$ cat src/hdl/rmf_pkg.sv
// rmf_pkg: shared types and constants for the RGB 3x3 median filter.
// No dependencies; imported by every rmf_* module except rmf_ram, and the top level.
package rmf_pkg;

    localparam int MAX_WIDTH  = 1024;
    localparam int MAX_HEIGHT = 1024;

    localparam int CFG_IDX_W  = 1;
    localparam int CFG_DATA_W = 11;
    localparam logic [CFG_IDX_W-1:0] CFG_WIDTH  = 1'b0;
    localparam logic [CFG_IDX_W-1:0] CFG_HEIGHT = 1'b1;

    localparam int COL_W = $clog2(MAX_WIDTH);
    localparam int ROW_W = $clog2(MAX_HEIGHT + 2);
    localparam int POS_W = ((ROW_W > CFG_DATA_W) ? ROW_W : CFG_DATA_W) + 1;

    localparam int QDEPTH = 4;
    localparam int QPTR_W = $clog2(QDEPTH);
    localparam int QCNT_W = $clog2(QDEPTH + 1);

    // stored pixel word: {active, blue, green, red}
    localparam int WORD_W = 25;
    typedef logic [WORD_W-1:0] t_word;

    typedef struct packed {
        logic [7:0] in_red;
        logic [7:0] in_green;
        logic [7:0] in_blue;
        logic       in_active;
        logic       flush;
    } t_pix_in;

    typedef struct packed {
        logic [7:0] out_red;
        logic [7:0] out_green;
        logic [7:0] out_blue;
        logic       frame_end;
    } t_pix_out;

    // padded 3x3 window ready for a plain median-of-9, cell = dy*3+dx
    typedef struct packed {
        logic [8:0][23:0] px;
        logic             last;
    } t_win_rec;

    typedef struct packed {
        logic [QCNT_W-1:0] count;
        logic              empty;
    } t_q_stat;

    typedef logic [8:0][7:0] t_nine;

endpackage

$ cat src/hdl/rmf_queue.sv
// rmf_queue: short FIFO of padded windows between front and back.
// Depends on rmf_pkg.
module rmf_queue import rmf_pkg::*; (
    input  logic     i_clk,
    input  logic     i_rst_n,
    input  logic     i_push,
    input  t_win_rec i_rec,
    input  logic     i_pop,
    output t_win_rec o_head,
    output t_q_stat  o_stat
);
    t_win_rec          r_mem [QDEPTH];
    logic [QPTR_W-1:0] r_wr, r_rd;
    logic [QCNT_W-1:0] r_count;

    always_ff @(posedge i_clk) begin
        if (!i_rst_n) begin
            r_wr    <= '0;
            r_rd    <= '0;
            r_count <= '0;
        end else begin
            if (i_push) r_wr <= r_wr + QPTR_W'(1);
            if (i_pop)  r_rd <= r_rd + QPTR_W'(1);
            r_count <= r_count + QCNT_W'(i_push) - QCNT_W'(i_pop);
        end
    end

    always_ff @(posedge i_clk) begin
        if (i_push) r_mem[r_wr] <= i_rec;
    end

    assign o_head       = r_mem[r_rd];
    assign o_stat.count = r_count;
    assign o_stat.empty = (r_count == '0);
endmodule

$ cat config.mk
export PLATFORM = sky130hd
export DESIGN_NAME = rmf_queue
export DESIGN_NICKNAME = d
export VERILOG_FILES = /design/src/hdl/rmf_pkg.sv /design/src/hdl/rmf_queue.sv
export SDC_FILE = /design/constraint.sdc
export NUM_CORES = 1
export LEC_CHECK = 0
export ABC_AREA = 1
export BUFFER_PORTS_ARGS = -buffer_cell sky130_fd_sc_hd__buf_4
export CAP_MARGIN = 20
export CORE_ASPECT_RATIO = 1.4
export CORE_UTILIZATION = 36
export CTS_CLUSTER_DIAMETER = 30
export CTS_CLUSTER_SIZE = 40
export DETAILED_ROUTE_END_ITERATION = 10
export GPL_TIMING_DRIVEN = 0
export MAX_ROUTING_LAYER = met4
export PLACE_DENSITY = 0.55
export SYNTH_ARGS = -nofsm -noshare
export SYNTH_HDL_FRONTEND = slang
export SYNTH_SLANG_ARGS = --single-unit
$ cat constraint.sdc
create_clock -name i_clk -period 7.05 [get_ports i_clk]
set_clock_uncertainty 0.05 [all_clocks]
set_input_delay 0 -clock i_clk [delete_from_list [all_inputs] [get_ports i_clk]]
set_output_delay 0 -clock i_clk [all_outputs]
set_load 0.05 [all_outputs]
After elaboration in Yosys (flattened, before gate mapping)
Memories as Yosys holds them, arrays and structs flattened. A register that Yosys moved wholly into a read port is not among the register bits.
Cells that the tools add are included.
- bits in registers: 7
- memory bits (writable): 868
- input port bits: 221
- output and inout port bits: 221
- word-level logic and storage cells: 13
- memories kept: 1
- add/sub/neg operators: 4
- multiplexer cells: 4
- reduce and logical (&&, ||, !) cells: 1
- memories (name ; words ; width ; rd ports ; clocked after memory_dff ; wr ports ; line ; source):
    r_mem ; 4 ; 217 ; 1 ; 1 ; 1 ; rmf_queue.sv:12 ; t_win_rec r_mem [QDEPTH];
- operators with widths (operator ; count):
    adder 2 x 1 -> 2 bit (second input constant) ; 2
    two-way mux 2 bit ; 2
    adder 3 x 1 -> 3 bit ; 1
    logical NOT 3 bit ; 1
    subtractor 3 x 1 -> 3 bit ; 1
    two-way mux 1 bit ; 2

Logic depth before layout (Yosys ltp)
- depth in word-level cells: 3
- gate-level depth with buffers: 8
- mapped depth without buffers: 8

Least setup slack after synthesis
No wires, ideal clock.
- path kind: reg-to-reg
- start: register r_wr[0]
- end: memory r_mem[2][0] (netlist bit) (enable)
- arrival time: 4.752 ns
- data required time: 6.432 ns
- slack: 1.680 ns
- stages on the path, launching flop included: 5
- buffers on the path: 0
- cell sequence: dfxtp_1 -> inv_1 -> ha_1 -> nand2_1 -> inv_1
- RTL lines (what ; line ; source):
    start: declaration ; rmf_queue.sv:13 ; logic [QPTR_W-1:0] r_wr, r_rd;
    start signal: assignment ; rmf_queue.sv:22 ; if (i_push) r_wr <= r_wr + QPTR_W'(1);
    end: declaration ; rmf_queue.sv:12 ;
Straight into the memory's write port.

==> impl_metrics.ini <==
[worst_setup_path]
crit_arrival_ns = 2.70
critPathCaptureType = output pin
worstPathMaxFanout = 10
rr_worst_depth = 6
r2r_start = r_wr[0]$_SDFFE_PN0P_
r2r_setup_slack_ns = 4.49
worstPathRequired_ns = 7.00
critPathLaunchType = register
r2r_end = r_mem[2][129]$_DFFE_PP_
worstSetupPathType = register to output pin

[cts]
cts_tree = yes
cts_buffers = 149
cts.sinks = 877
clockBufferDepth = 3
clockRootBuffer = clkbuf_16
clk-insertion-delay-late_ns = 0.74
clkSlewWorstSetupHoldPaths_ns = 0.04
h-tree-depth = 4

[placed_design]
place_congestion = 0.757
dp_hpwl_mm = 57.2
placed_cells = 4259
dp_slack_ns = 4.39
dpl-instance-area_mm2 = 0.0396
port_buffers = 441

[power]
ir_drop_uv = 303
p_leak_nw = 19.4
power.density_mw_per_mm2 = 314

[floorplan]
die_w_um = 264
rows = 134
ioPinCount = 442
die_h_um = 369
initial_core_util = 0.363
die_area_mm2 = 0.0972
core_mm2 = 0.0952

[logic_synthesis]
synthesis.area_mm2 = 0.0346
yosysUniqueCellTypes = 16
synth_fp_nets = 2814
yosysWarnings = 0
yosysSeqAreaShare = 0.760
syn_inst = 2586
synth-seq-cells = 877
syn_avg_cell_area_um2 = 13.4

[run_status]
outcome = finished clean

[detailed_routing]
ant_nets = 0
wire_per_inst_um = 19.0
routed_wirelength_mm = 94.9
drtPass1Iterations = 6
drtIter0Drc = 1315
route.detailed.drc = 0
num_vias = 23200
vias_per_cell = 4.65

[timing]
period_share = 0.390
rsz0062_at_grt = no
setup_violations = 0
relSlewSlack = 0.497
hold_slack_ns = 0.0481
finalCriticalPeriod_ns = 2.75
fmax_mhz = 364
worst_slack_ns = 4.30
hold_viol = 0
worst_pin_slew_ns = 0.755
drv_slew = 0

[hold_path]
hold_depth = 2
min_path_type = input port to register
worstHoldEndpoint = r_mem[1][150]$_DFFE_PP_
min_from = i_rec[150]

[global_route]
grt_pass1_wl_mm = 141
grt_pass1_vias = 23700
grt_overflow = 0
grt_max_degree = 102
grt_usage = 0.201
antenna_found_initial = 14

[cells_and_area]
stdcell_count = 4980
final_nets = 3848
final_layout_size_suffix_gt1_frac = 0.215
area_growth_pct = 42.2
final_area_mm2 = 0.0491

[run]
drv_cap = 0
==> repair_timing <==
action                     in CTS  in global routing
resized for setup               0                  0
hold endpoints to repair     1037                  0
hold buffers                  434                  0
setup buffers                   0                  0
setup endpoints to repair       0                  0
==> through the flow <==
stage	utilization	setup TNS (ns)	total power, mW
floorplan	-	0	7.33
global placement	0.414	-1929.95	8.13
detailed placement	0.416	0	8.08
CTS	0.516	0	15.6
global route	0.516	0	15.9
finish	0.516	0	15.4
==> area by class of cell <==
cell class | count | area (um2)
fill | 8077 | 46100
sequential | 877 | 26200
timing repair buffer | 883 | 7880
multi-input combinational | 1115 | 5630
clock buffer | 170 | 3850
inverter | 449 | 1720
tap | 1224 | 1530
clock inverter | 106 | 1270
buffer | 145 | 996
antenna | 11 | 27.5
==> metal layers <==
| metal | track usage | up-vias | wire, um |
|---|---|---|---|
| li1 | - | 11200 | - |
| met1 | 0.226 | 11200 | 38200 |
| met2 | 0.339 | 633 | 48200 |
| met3 | 0.0566 | 169 | 5910 |
| met4 | 0.0742 | 0 | 2530 |
| met5 | - | - | 0 |
==> where the power goes <==
group          internal, mW  switching (mW)  leakage (nW)
Sequential             5.98          0.0428          8.05
Combinational         0.684            1.44          8.89
Clock                  4.70            2.56          2.45
==> registers in the layout (all words and copies together), names as in the netlist, named ones only <==
| name | count |
|---|---|
| r_count | 3 |
| r_mem | 868 |
| r_rd | 2 |
| r_wr | 2 |
==> critical path: stages, from the launching register on <==
cell and delay (ns):
dfxtp_1 0.31, buf_2 0.32, buf_2 0.46, buf_2 0.34, o211ai_1 0.13, nand2_1 0.17, buf_4 0.23
==> how the worst max path moves through the flow <==
stage / to / cells past startpoint
floorplan: r_mem[2][0]$_DFFE_PP_ / 4
global placement: r_mem[2][128]$_DFFE_PP_ / 4
detailed placement: r_mem[2][129]$_DFFE_PP_ / 6
CTS: o_head[6] / 6
global route: o_head[172] / 7
finish: o_head[147] / 6
==> cell usage after synthesis <==
| library cell | number | area [um2] |
|---|---|---|
| edfxtp_1 | 868 | 26100 |
| inv_1 | 449 | 1690 |
| nand2_1 | 444 | 1670 |
| a21oi_1 | 223 | 1120 |
| o21ai_0 | 221 | 1110 |
| o211ai_1 | 217 | 1630 |
| buf_2 | 67 | 335 |
| buf_6 | 49 | 552 |
| clkbuf_1 | 16 | 60.1 |
| buf_1 | 13 | 48.8 |
| dfxtp_1 | 9 | 180 |
| ha_1 | 6 | 75.1 |
| fa_1 | 1 | 20.0 |
| nand3_1 | 1 | 5.00 |
| nor2_1 | 1 | 3.75 |
| nor3_1 | 1 | 5.00 |
==> cell usage in the layout, fill, tap and decap left out <==
master	instances
buf_4	441
inv_16	2
diode_2	11
o21ai_0	221
nor2_1	1
buf_2	67
nand3_1	1
edfxtp_1	868
clkbuf_1	35
buf_16	8
clkinv_2	20
a21oi_1	223
inv_1	445
clkinv_8	3
buf_6	49
bufinv_16	20
clkinv_4	6
dfxtp_1	9
dlygate4sd3_1	434
ha_1	6
inv_8	5
fa_1	1
nand2_1	444
nor3_1	1
clkbuf_16	151
o211ai_1	217
clkinv_1	19
clkinvlp_4	16
clkinv_16	3
inv_6	16
buf_1	13
==> cells by family after synthesis <==
kind of cell,synth area share
buf+inv,0.0776
flops,0.760
compound gates,0.111
fa+ha+maj,0.00275
simple gates,0.0486
Note: power is estimated with default switching activity, not from simulation.
