===== config.mk =====
export PLATFORM = sky130hd
export DESIGN_NAME = rmf_back
export DESIGN_NICKNAME = d
export VERILOG_FILES = /design/src/hdl/rmf_pkg.sv /design/src/hdl/rmf_back.sv
export SDC_FILE = /design/constraint.sdc
export NUM_CORES = 2
export LEC_CHECK = 0
export CAP_MARGIN = 10
export CELL_PAD_IN_SITES_DETAIL_PLACEMENT = 0
export CELL_PAD_IN_SITES_GLOBAL_PLACEMENT = 1
export CORE_ASPECT_RATIO = 0.9
export CORE_UTILIZATION = 46
export DETAILED_ROUTE_END_ITERATION = 6
export DONT_BUFFER_PORTS = 1
export GPL_ROUTABILITY_DRIVEN = 0
export GPL_TIMING_DRIVEN = 0
export PLACE_DENSITY = 0.81
export SLEW_MARGIN = 5
export SYNTH_ARGS = -nofsm -noshare
export SYNTH_HDL_FRONTEND = slang
export SYNTH_SLANG_ARGS = --single-unit

===== constraint.sdc =====
create_clock -name i_clk -period 9.1 [get_ports i_clk]
set_input_delay 1.82 -clock i_clk [delete_from_list [all_inputs] [get_ports i_clk]]
set_output_delay 1.82 -clock i_clk [all_outputs]
set_load 0.1 [all_outputs]

===== src/hdl/rmf_pkg.sv =====
// rmf_pkg: shared types and constants for the RGB 3x3 median filter.
// No dependencies; imported by every rmf_* module except rmf_ram, and the top level.
package rmf_pkg;

    localparam int MAX_WIDTH  = 1024;
    localparam int MAX_HEIGHT = 1024;

    localparam int CFG_IDX_W  = 1;
    localparam int CFG_DATA_W = 11;
    localparam logic [CFG_IDX_W-1:0] CFG_WIDTH  = 1'b0;
    localparam logic [CFG_IDX_W-1:0] CFG_HEIGHT = 1'b1;

    localparam int COL_W = $clog2(MAX_WIDTH);
    localparam int ROW_W = $clog2(MAX_HEIGHT + 2);
    localparam int POS_W = ((ROW_W > CFG_DATA_W) ? ROW_W : CFG_DATA_W) + 1;

    localparam int QDEPTH = 4;
    localparam int QPTR_W = $clog2(QDEPTH);
    localparam int QCNT_W = $clog2(QDEPTH + 1);

    // stored pixel word: {active, blue, green, red}
    localparam int WORD_W = 25;
    typedef logic [WORD_W-1:0] t_word;

    typedef struct packed {
        logic [7:0] in_red;
        logic [7:0] in_green;
        logic [7:0] in_blue;
        logic       in_active;
        logic       flush;
    } t_pix_in;

    typedef struct packed {
        logic [7:0] out_red;
        logic [7:0] out_green;
        logic [7:0] out_blue;
        logic       frame_end;
    } t_pix_out;

    // padded 3x3 window ready for a plain median-of-9, cell = dy*3+dx
    typedef struct packed {
        logic [8:0][23:0] px;
        logic             last;
    } t_win_rec;

    typedef struct packed {
        logic [QCNT_W-1:0] count;
        logic              empty;
    } t_q_stat;

    typedef logic [8:0][7:0] t_nine;

endpackage


===== src/hdl/rmf_back.sv =====
// rmf_back: three-stage median-of-9 sorting network per channel, output register.
// Depends on rmf_pkg.
module rmf_back import rmf_pkg::*; (
    input  logic     i_clk,
    input  logic     i_rst_n,
    input  t_win_rec i_head,
    input  t_q_stat  i_q_stat,
    output logic     o_pop,
    output logic     o_out_valid,
    input  logic     i_out_ready,
    output t_pix_out o_out_data
);
    function automatic t_nine cx(input t_nine p, input int a, input int b);
        t_nine q;
        q = p;
        if (p[a] > p[b]) begin
            q[a] = p[b];
            q[b] = p[a];
        end
        return q;
    endfunction

    function automatic t_nine layers_a(input t_nine p);
        t_nine q;
        q = p;
        q = cx(q, 1, 2); q = cx(q, 4, 5); q = cx(q, 7, 8);
        q = cx(q, 0, 1); q = cx(q, 3, 4); q = cx(q, 6, 7);
        q = cx(q, 1, 2); q = cx(q, 4, 5); q = cx(q, 7, 8);
        return q;
    endfunction

    function automatic t_nine layers_b(input t_nine p);
        t_nine q;
        q = p;
        q = cx(q, 0, 3); q = cx(q, 5, 8); q = cx(q, 4, 7);
        q = cx(q, 3, 6); q = cx(q, 1, 4); q = cx(q, 2, 5);
        q = cx(q, 4, 7);
        return q;
    endfunction

    function automatic t_nine layers_c(input t_nine p);
        t_nine q;
        q = p;
        q = cx(q, 4, 2); q = cx(q, 6, 4); q = cx(q, 4, 2);
        return q;
    endfunction

    logic          en;
    t_nine [2:0]   head_ch, s1_in, s2_in, s3_out;
    t_nine [2:0]   r_s1, r_s2;
    logic          r_v1, r_v2, r_l1, r_l2;
    logic          r_ov;
    t_pix_out      r_out;

    // whole back end moves together; stalls only when the output is held
    assign en    = !r_ov || i_out_ready;
    assign o_pop = en && !i_q_stat.empty;

    always_comb begin
        for (int ch = 0; ch < 3; ch++) begin
            for (int i = 0; i < 9; i++) begin
                head_ch[ch][i] = i_head.px[i][8*ch +: 8];
            end
            s1_in[ch]  = layers_a(head_ch[ch]);
            s2_in[ch]  = layers_b(r_s1[ch]);
            s3_out[ch] = layers_c(r_s2[ch]);
        end
    end

    always_ff @(posedge i_clk) begin
        if (!i_rst_n) begin
            r_v1 <= 1'b0;
            r_v2 <= 1'b0;
            r_ov <= 1'b0;
        end else if (en) begin
            r_v1 <= o_pop;
            r_v2 <= r_v1;
            r_ov <= r_v2;
        end
    end

    always_ff @(posedge i_clk) begin
        if (en) begin
            r_s1            <= s1_in;
            r_l1            <= i_head.last;
            r_s2            <= s2_in;
            r_l2            <= r_l1;
            r_out.out_red   <= s3_out[0][4];
            r_out.out_green <= s3_out[1][4];
            r_out.out_blue  <= s3_out[2][4];
            r_out.frame_end <= r_l2;
        end
    end

    assign o_out_valid = r_ov;
    assign o_out_data  = r_out;
endmodule


== After elaboration in Yosys (flattened, before gate mapping) ==
Index checks and enable logic that the tools add are counted.
Widths: inputs -> output; s select.
Word-level totals
  memory bits (read-only): 0
  flip-flop bits (word level): 318
  bits in writable memories: 0
  bits of input ports: 224
  latch bits: 0
  memories kept: 0
  word-level logic and storage cells: 169
Operators by class
  $lt $le $gt $ge: 57
  reductions and logical operators: 4
  div/mod/pow operators: 0
  bitwise logic cells: 0
  muxes and demuxes: 63
  equal/unequal tests: 0
  shift-type cells: 0
  multiply operators: 0
  add/sub/neg operators: 0
Operator list (count)
  $gt 8x8->1: 57
  $mux 16: 27
  $mux 8: 36
  $logic_not 1->1: 2
  $logic_and 1x1->1: 1
  $logic_or 1x1->1: 1

== Logic depth before layout (Yosys ltp) ==
  depth after elaboration: 6
  depth in mapped cells: 32
  gate-level depth less buffers: 29

== Least setup slack after synthesis ==
OpenSTA, ideal clock, no wires.
  path kind: input -> register
  start: in i_out_ready
  end: reg r_out, in the netlist o_out_data[0] (enable)
  setup time: 0.665 ns
  setup slack: 0.454 ns
  path buffers: 0
  cell stages on the path: 2
  arrival: 7.982 ns
  cells stage by stage: nor2b_1 -> inv_1
Between the ends
  longest elaborated chain between the ends: 1
Ends and longest elaborated chain
  start, declared: RTL line rmf_back.sv:10  | input logic i_out_ready,
  $logic_or 1x1->1: RTL line rmf_back.sv:56  | assign en = !r_ov || i_out_ready;
  end, declared: RTL line rmf_back.sv:53  | t_pix_out r_out;
Every way passes these cells.
A chain may end at the register's enable or synchronous reset.

==> results.json <==
{
  "synthArstFlopShare_pct": 0,
  "placedCellCount": 4497,
  "critPathSlowestCell": "o21ai_0",
  "crit_cells": 29,
  "reg2regPathDepth": 27,
  "final_cell_area_sq_um": 34000,
  "syn_inst": 3619,
  "grt_use_met3_pct": 4.43,
  "cts.sinks": 318,
  "synth_edf_count": 315,
  "drt.antenna.violating_nets": 0,
  "ctsResizeCount": 0,
  "maxCapViolations": 0,
  "grt_setup_unrepaired": "no",
  "worst_slew_pin_slew_ps": 1090,
  "violations": "design-rule violations",
  "start_util_pct": 46.7,
  "place_hpwl_um": 73100,
  "drive_above_1_share_pct": 7.90,
  "reg2reg_to": "o_out_data[12]",
  "slew_headroom_pct": 27.2,
  "synth_fp_nets": 4275,
  "max_stage_delay_ps": 540,
  "grt_max_degree": 123,
  "setup_viol": 0,
  "wire_per_inst_um": 19.9,
  "finalMaxSlewViolations": 0,
  "post-route-period-util_pct": 91.1,
  "ioPinCount": 251,
  "hold_violations": 0,
  "path_buf_inv": 6,
  "synth_area_leaders": "edfxtp_1, ha_1, a21oi_1, inv_1, nand2_1",
  "num_rows": 90,
  "vias": 27200,
  "synth.distinct_cells": 72,
  "synth.largest_area_cell": "edfxtp_1",
  "numPortBuffers": 0,
  "yosysTopAreaCellShare_pct": 30.1,
  "critPathTopFamily": "compound AO/OA/AOI/OAI gates",
  "dieArea_sq_um": 69300,
  "final_util_pct": 50.5,
  "stdcell_count": 4571,
  "grtUsageMet1_pct": 35.7,
  "wirelength_um": 90900,
  "critPathLaunch": "i_head[198]",
  "critical_path.endpoint": "r_s1[59]",
  "cts_buffers": 40,
  "die_w_um": 277,
  "synth_warnings": 0,
  "netlist_area_sq_um": 31400,
  "antenna_found_initial": 1,
  "critPathLaunchType": "input pin",
  "grt_use_total_pct": 25.8,
  "synth_top_flop_cell": "edfxtp_1",
  "clockBufferDepth": 3,
  "seq_area_frac_synth_pct": 30.3,
  "fin_nets": 4321,
  "cts.reportedPaths.clkPinSlew_ps": 60,
  "coreArea_sq_um": 67200,
  "clock_latency_ps": 560,
  "grt_busiest_layer": "met2",
  "cts.hold.buffers_added": 0,
  "worstReg2RegStart": "r_s2[105]",
  "cp.arrival_ps": 8610,
  "fin_skew_ps": 27.3,
  "r2r_slack_ps": 2110,
  "gr-total-overflow": 0,
  "path_max_fanout": 10,
  "required_ps": 9420,
  "grt_first_pass_wirelength_um": 143000,
  "postCtsSetupBuffers": 0,
  "multi_input_area_sq_um": 20000,
  "htreeDepth": 2,
  "dr.pass1.iters": 7,
  "syn_avg_cell_area_sq_um": 8.67,
  "fmax_ghz": 0.121,
  "regArea_sq_um": 9520,
  "drtIter0Drc": 2342,
  "syn_to_final_growth_pct": 8.20,
  "end_kind": "flip-flop",
  "drc": 9,
  "viasPerCell": 5.95,
  "path_class": "in -> reg",
  "first_global_vias": 25900,
  "die_y_um": 250,
  "n_fill_cell": 6448,
  "synth-seq-cells": 318,
  "grtUsageMet2_pct": 41.3,
  "cts_tree": "yes",
  "place_area_sq_um": 32600,
  "outcome": "finished with violations",
  "period_needed_ps": 8290,
  "root_buffer": "clkbuf_16",
  "hp-class": "reg -> reg"
}
-- stage by stage --
step,hold slack (ps),setup slack [ps],setup TNS (ps)
after floorplan,400,454,0
after global placement,407,-2120,-650860
after detailed placement,408,378,0
after CTS,421,932,0
after global routing,426,171,0
final,419,806,0
-- placed cells by master (no fill, tap or decap), drive strengths merged, types with 12 or more instances in the layout --
master / count
a211oi: 29
nor2b: 63
a21o: 100
clkbuf: 120
mux2: 112
o21ai: 255
nand4: 50
o221a: 23
nor3: 25
a31oi: 17
and3: 42
nand2b: 21
ha: 432
nand3: 83
o21a: 65
and2: 64
inv: 369
o21bai: 12
a21oi: 368
edfxtp: 315
a221o: 41
buf: 50
or3: 12
nand2: 343
o22ai: 14
nand3b: 12
a211o: 31
o211ai: 39
nor2: 298
clkinv: 14
a221oi: 49
a222oi: 44
mux2i: 72
-- worst reg2reg max path, delay by kind of cell (launching register included) --
kind,cells,cell delay [ps]
AO/OA/AOI/OAI,12,3200
AND/OR/NAND/NOR,10,1460
adder cells (fa/ha/maj),3,940
buffers and inverters,2,680
flip-flops,1,510
-- layer usage --
| layer | vias up | wire length [um] | part of all wire, % |
|---|---|---|---|
| met5 | - | 0 | 0 |
| met4 | 0 | 2220 | 2.4 |
| met3 | 126 | 5550 | 6.1 |
| met2 | 763 | 40500 | 45 |
| met1 | 12800 | 42700 | 47 |
| li1 | 13600 | - | - |
-- how the worst min path moves through the flow --
stage                     from       endpoint  slack, ps  cells after the start
after global routing      r_l2  o_out_data[0]        430                      0
after floorplan           r_l2  o_out_data[0]        400                      0
after detailed placement  r_l1           r_l2        410                      0
after global placement    r_l1           r_l2        410                      0
after CTS                 r_l1           r_l2        420                      0
final                     r_l1           r_l2        420                      0
-- cells by family after synthesis --
group           after synthesis  synth area share (%)
compound gates             1138                  24.0
xor+xnor                      7                 0.195
fa+ha+maj                   442                  17.5
buf+inv                     487                  6.04
flops                       318                  30.3
mux                         184                  6.31
simple gates               1043                  15.6
-- cells in the mapped netlist, types with 17 or more instances --
| library cell | number |
|---|---|
| o21ai_0 | 228 |
| nand2_1 | 342 |
| nand3_1 | 83 |
| clkbuf_1 | 78 |
| edfxtp_1 | 315 |
| o21ai_1 | 22 |
| mux2i_1 | 72 |
| nor2_1 | 293 |
| a221oi_1 | 46 |
| nor3_1 | 25 |
| o221a_2 | 23 |
| a211o_1 | 31 |
| a21oi_1 | 367 |
| a31oi_1 | 17 |
| and2_1 | 59 |
| a21o_1 | 100 |
| nand4_1 | 48 |
| and3_1 | 42 |
| ha_1 | 432 |
| nor2b_1 | 63 |
| a221o_1 | 41 |
| a211oi_1 | 26 |
| o21a_1 | 65 |
| mux2_2 | 112 |
| buf_2 | 31 |
| inv_1 | 363 |
| nand2b_1 | 21 |
| a222oi_1 | 44 |
| o211ai_1 | 39 |
-- final cells by class --
cell class / count / share of cell area, %
diodes: 1 / 0.00737
plain buffers: 124 / 1.57
clock buffers: 42 / 2.97
clock inverters: 31 / 1.13
inverters: 363 / 4.03
multi-input cells: 2814 / 58.8
flip-flops and latches: 318 / 28.0
well taps: 874 / 3.22
repair buffers: 4 / 0.217
-- flip-flops by register name, indices dropped and copies added (netlist names) --
signal / count
r_s1: 216
r_v2: 1
r_l1: 1
o_out_valid: 1
r_v1: 1
r_l2: 1
r_s2: 72
o_out_data: 25
Power is left out: the tool's default activity adds up to more than one toggle a clock period on the data nets, which glitch-free logic cannot reach.
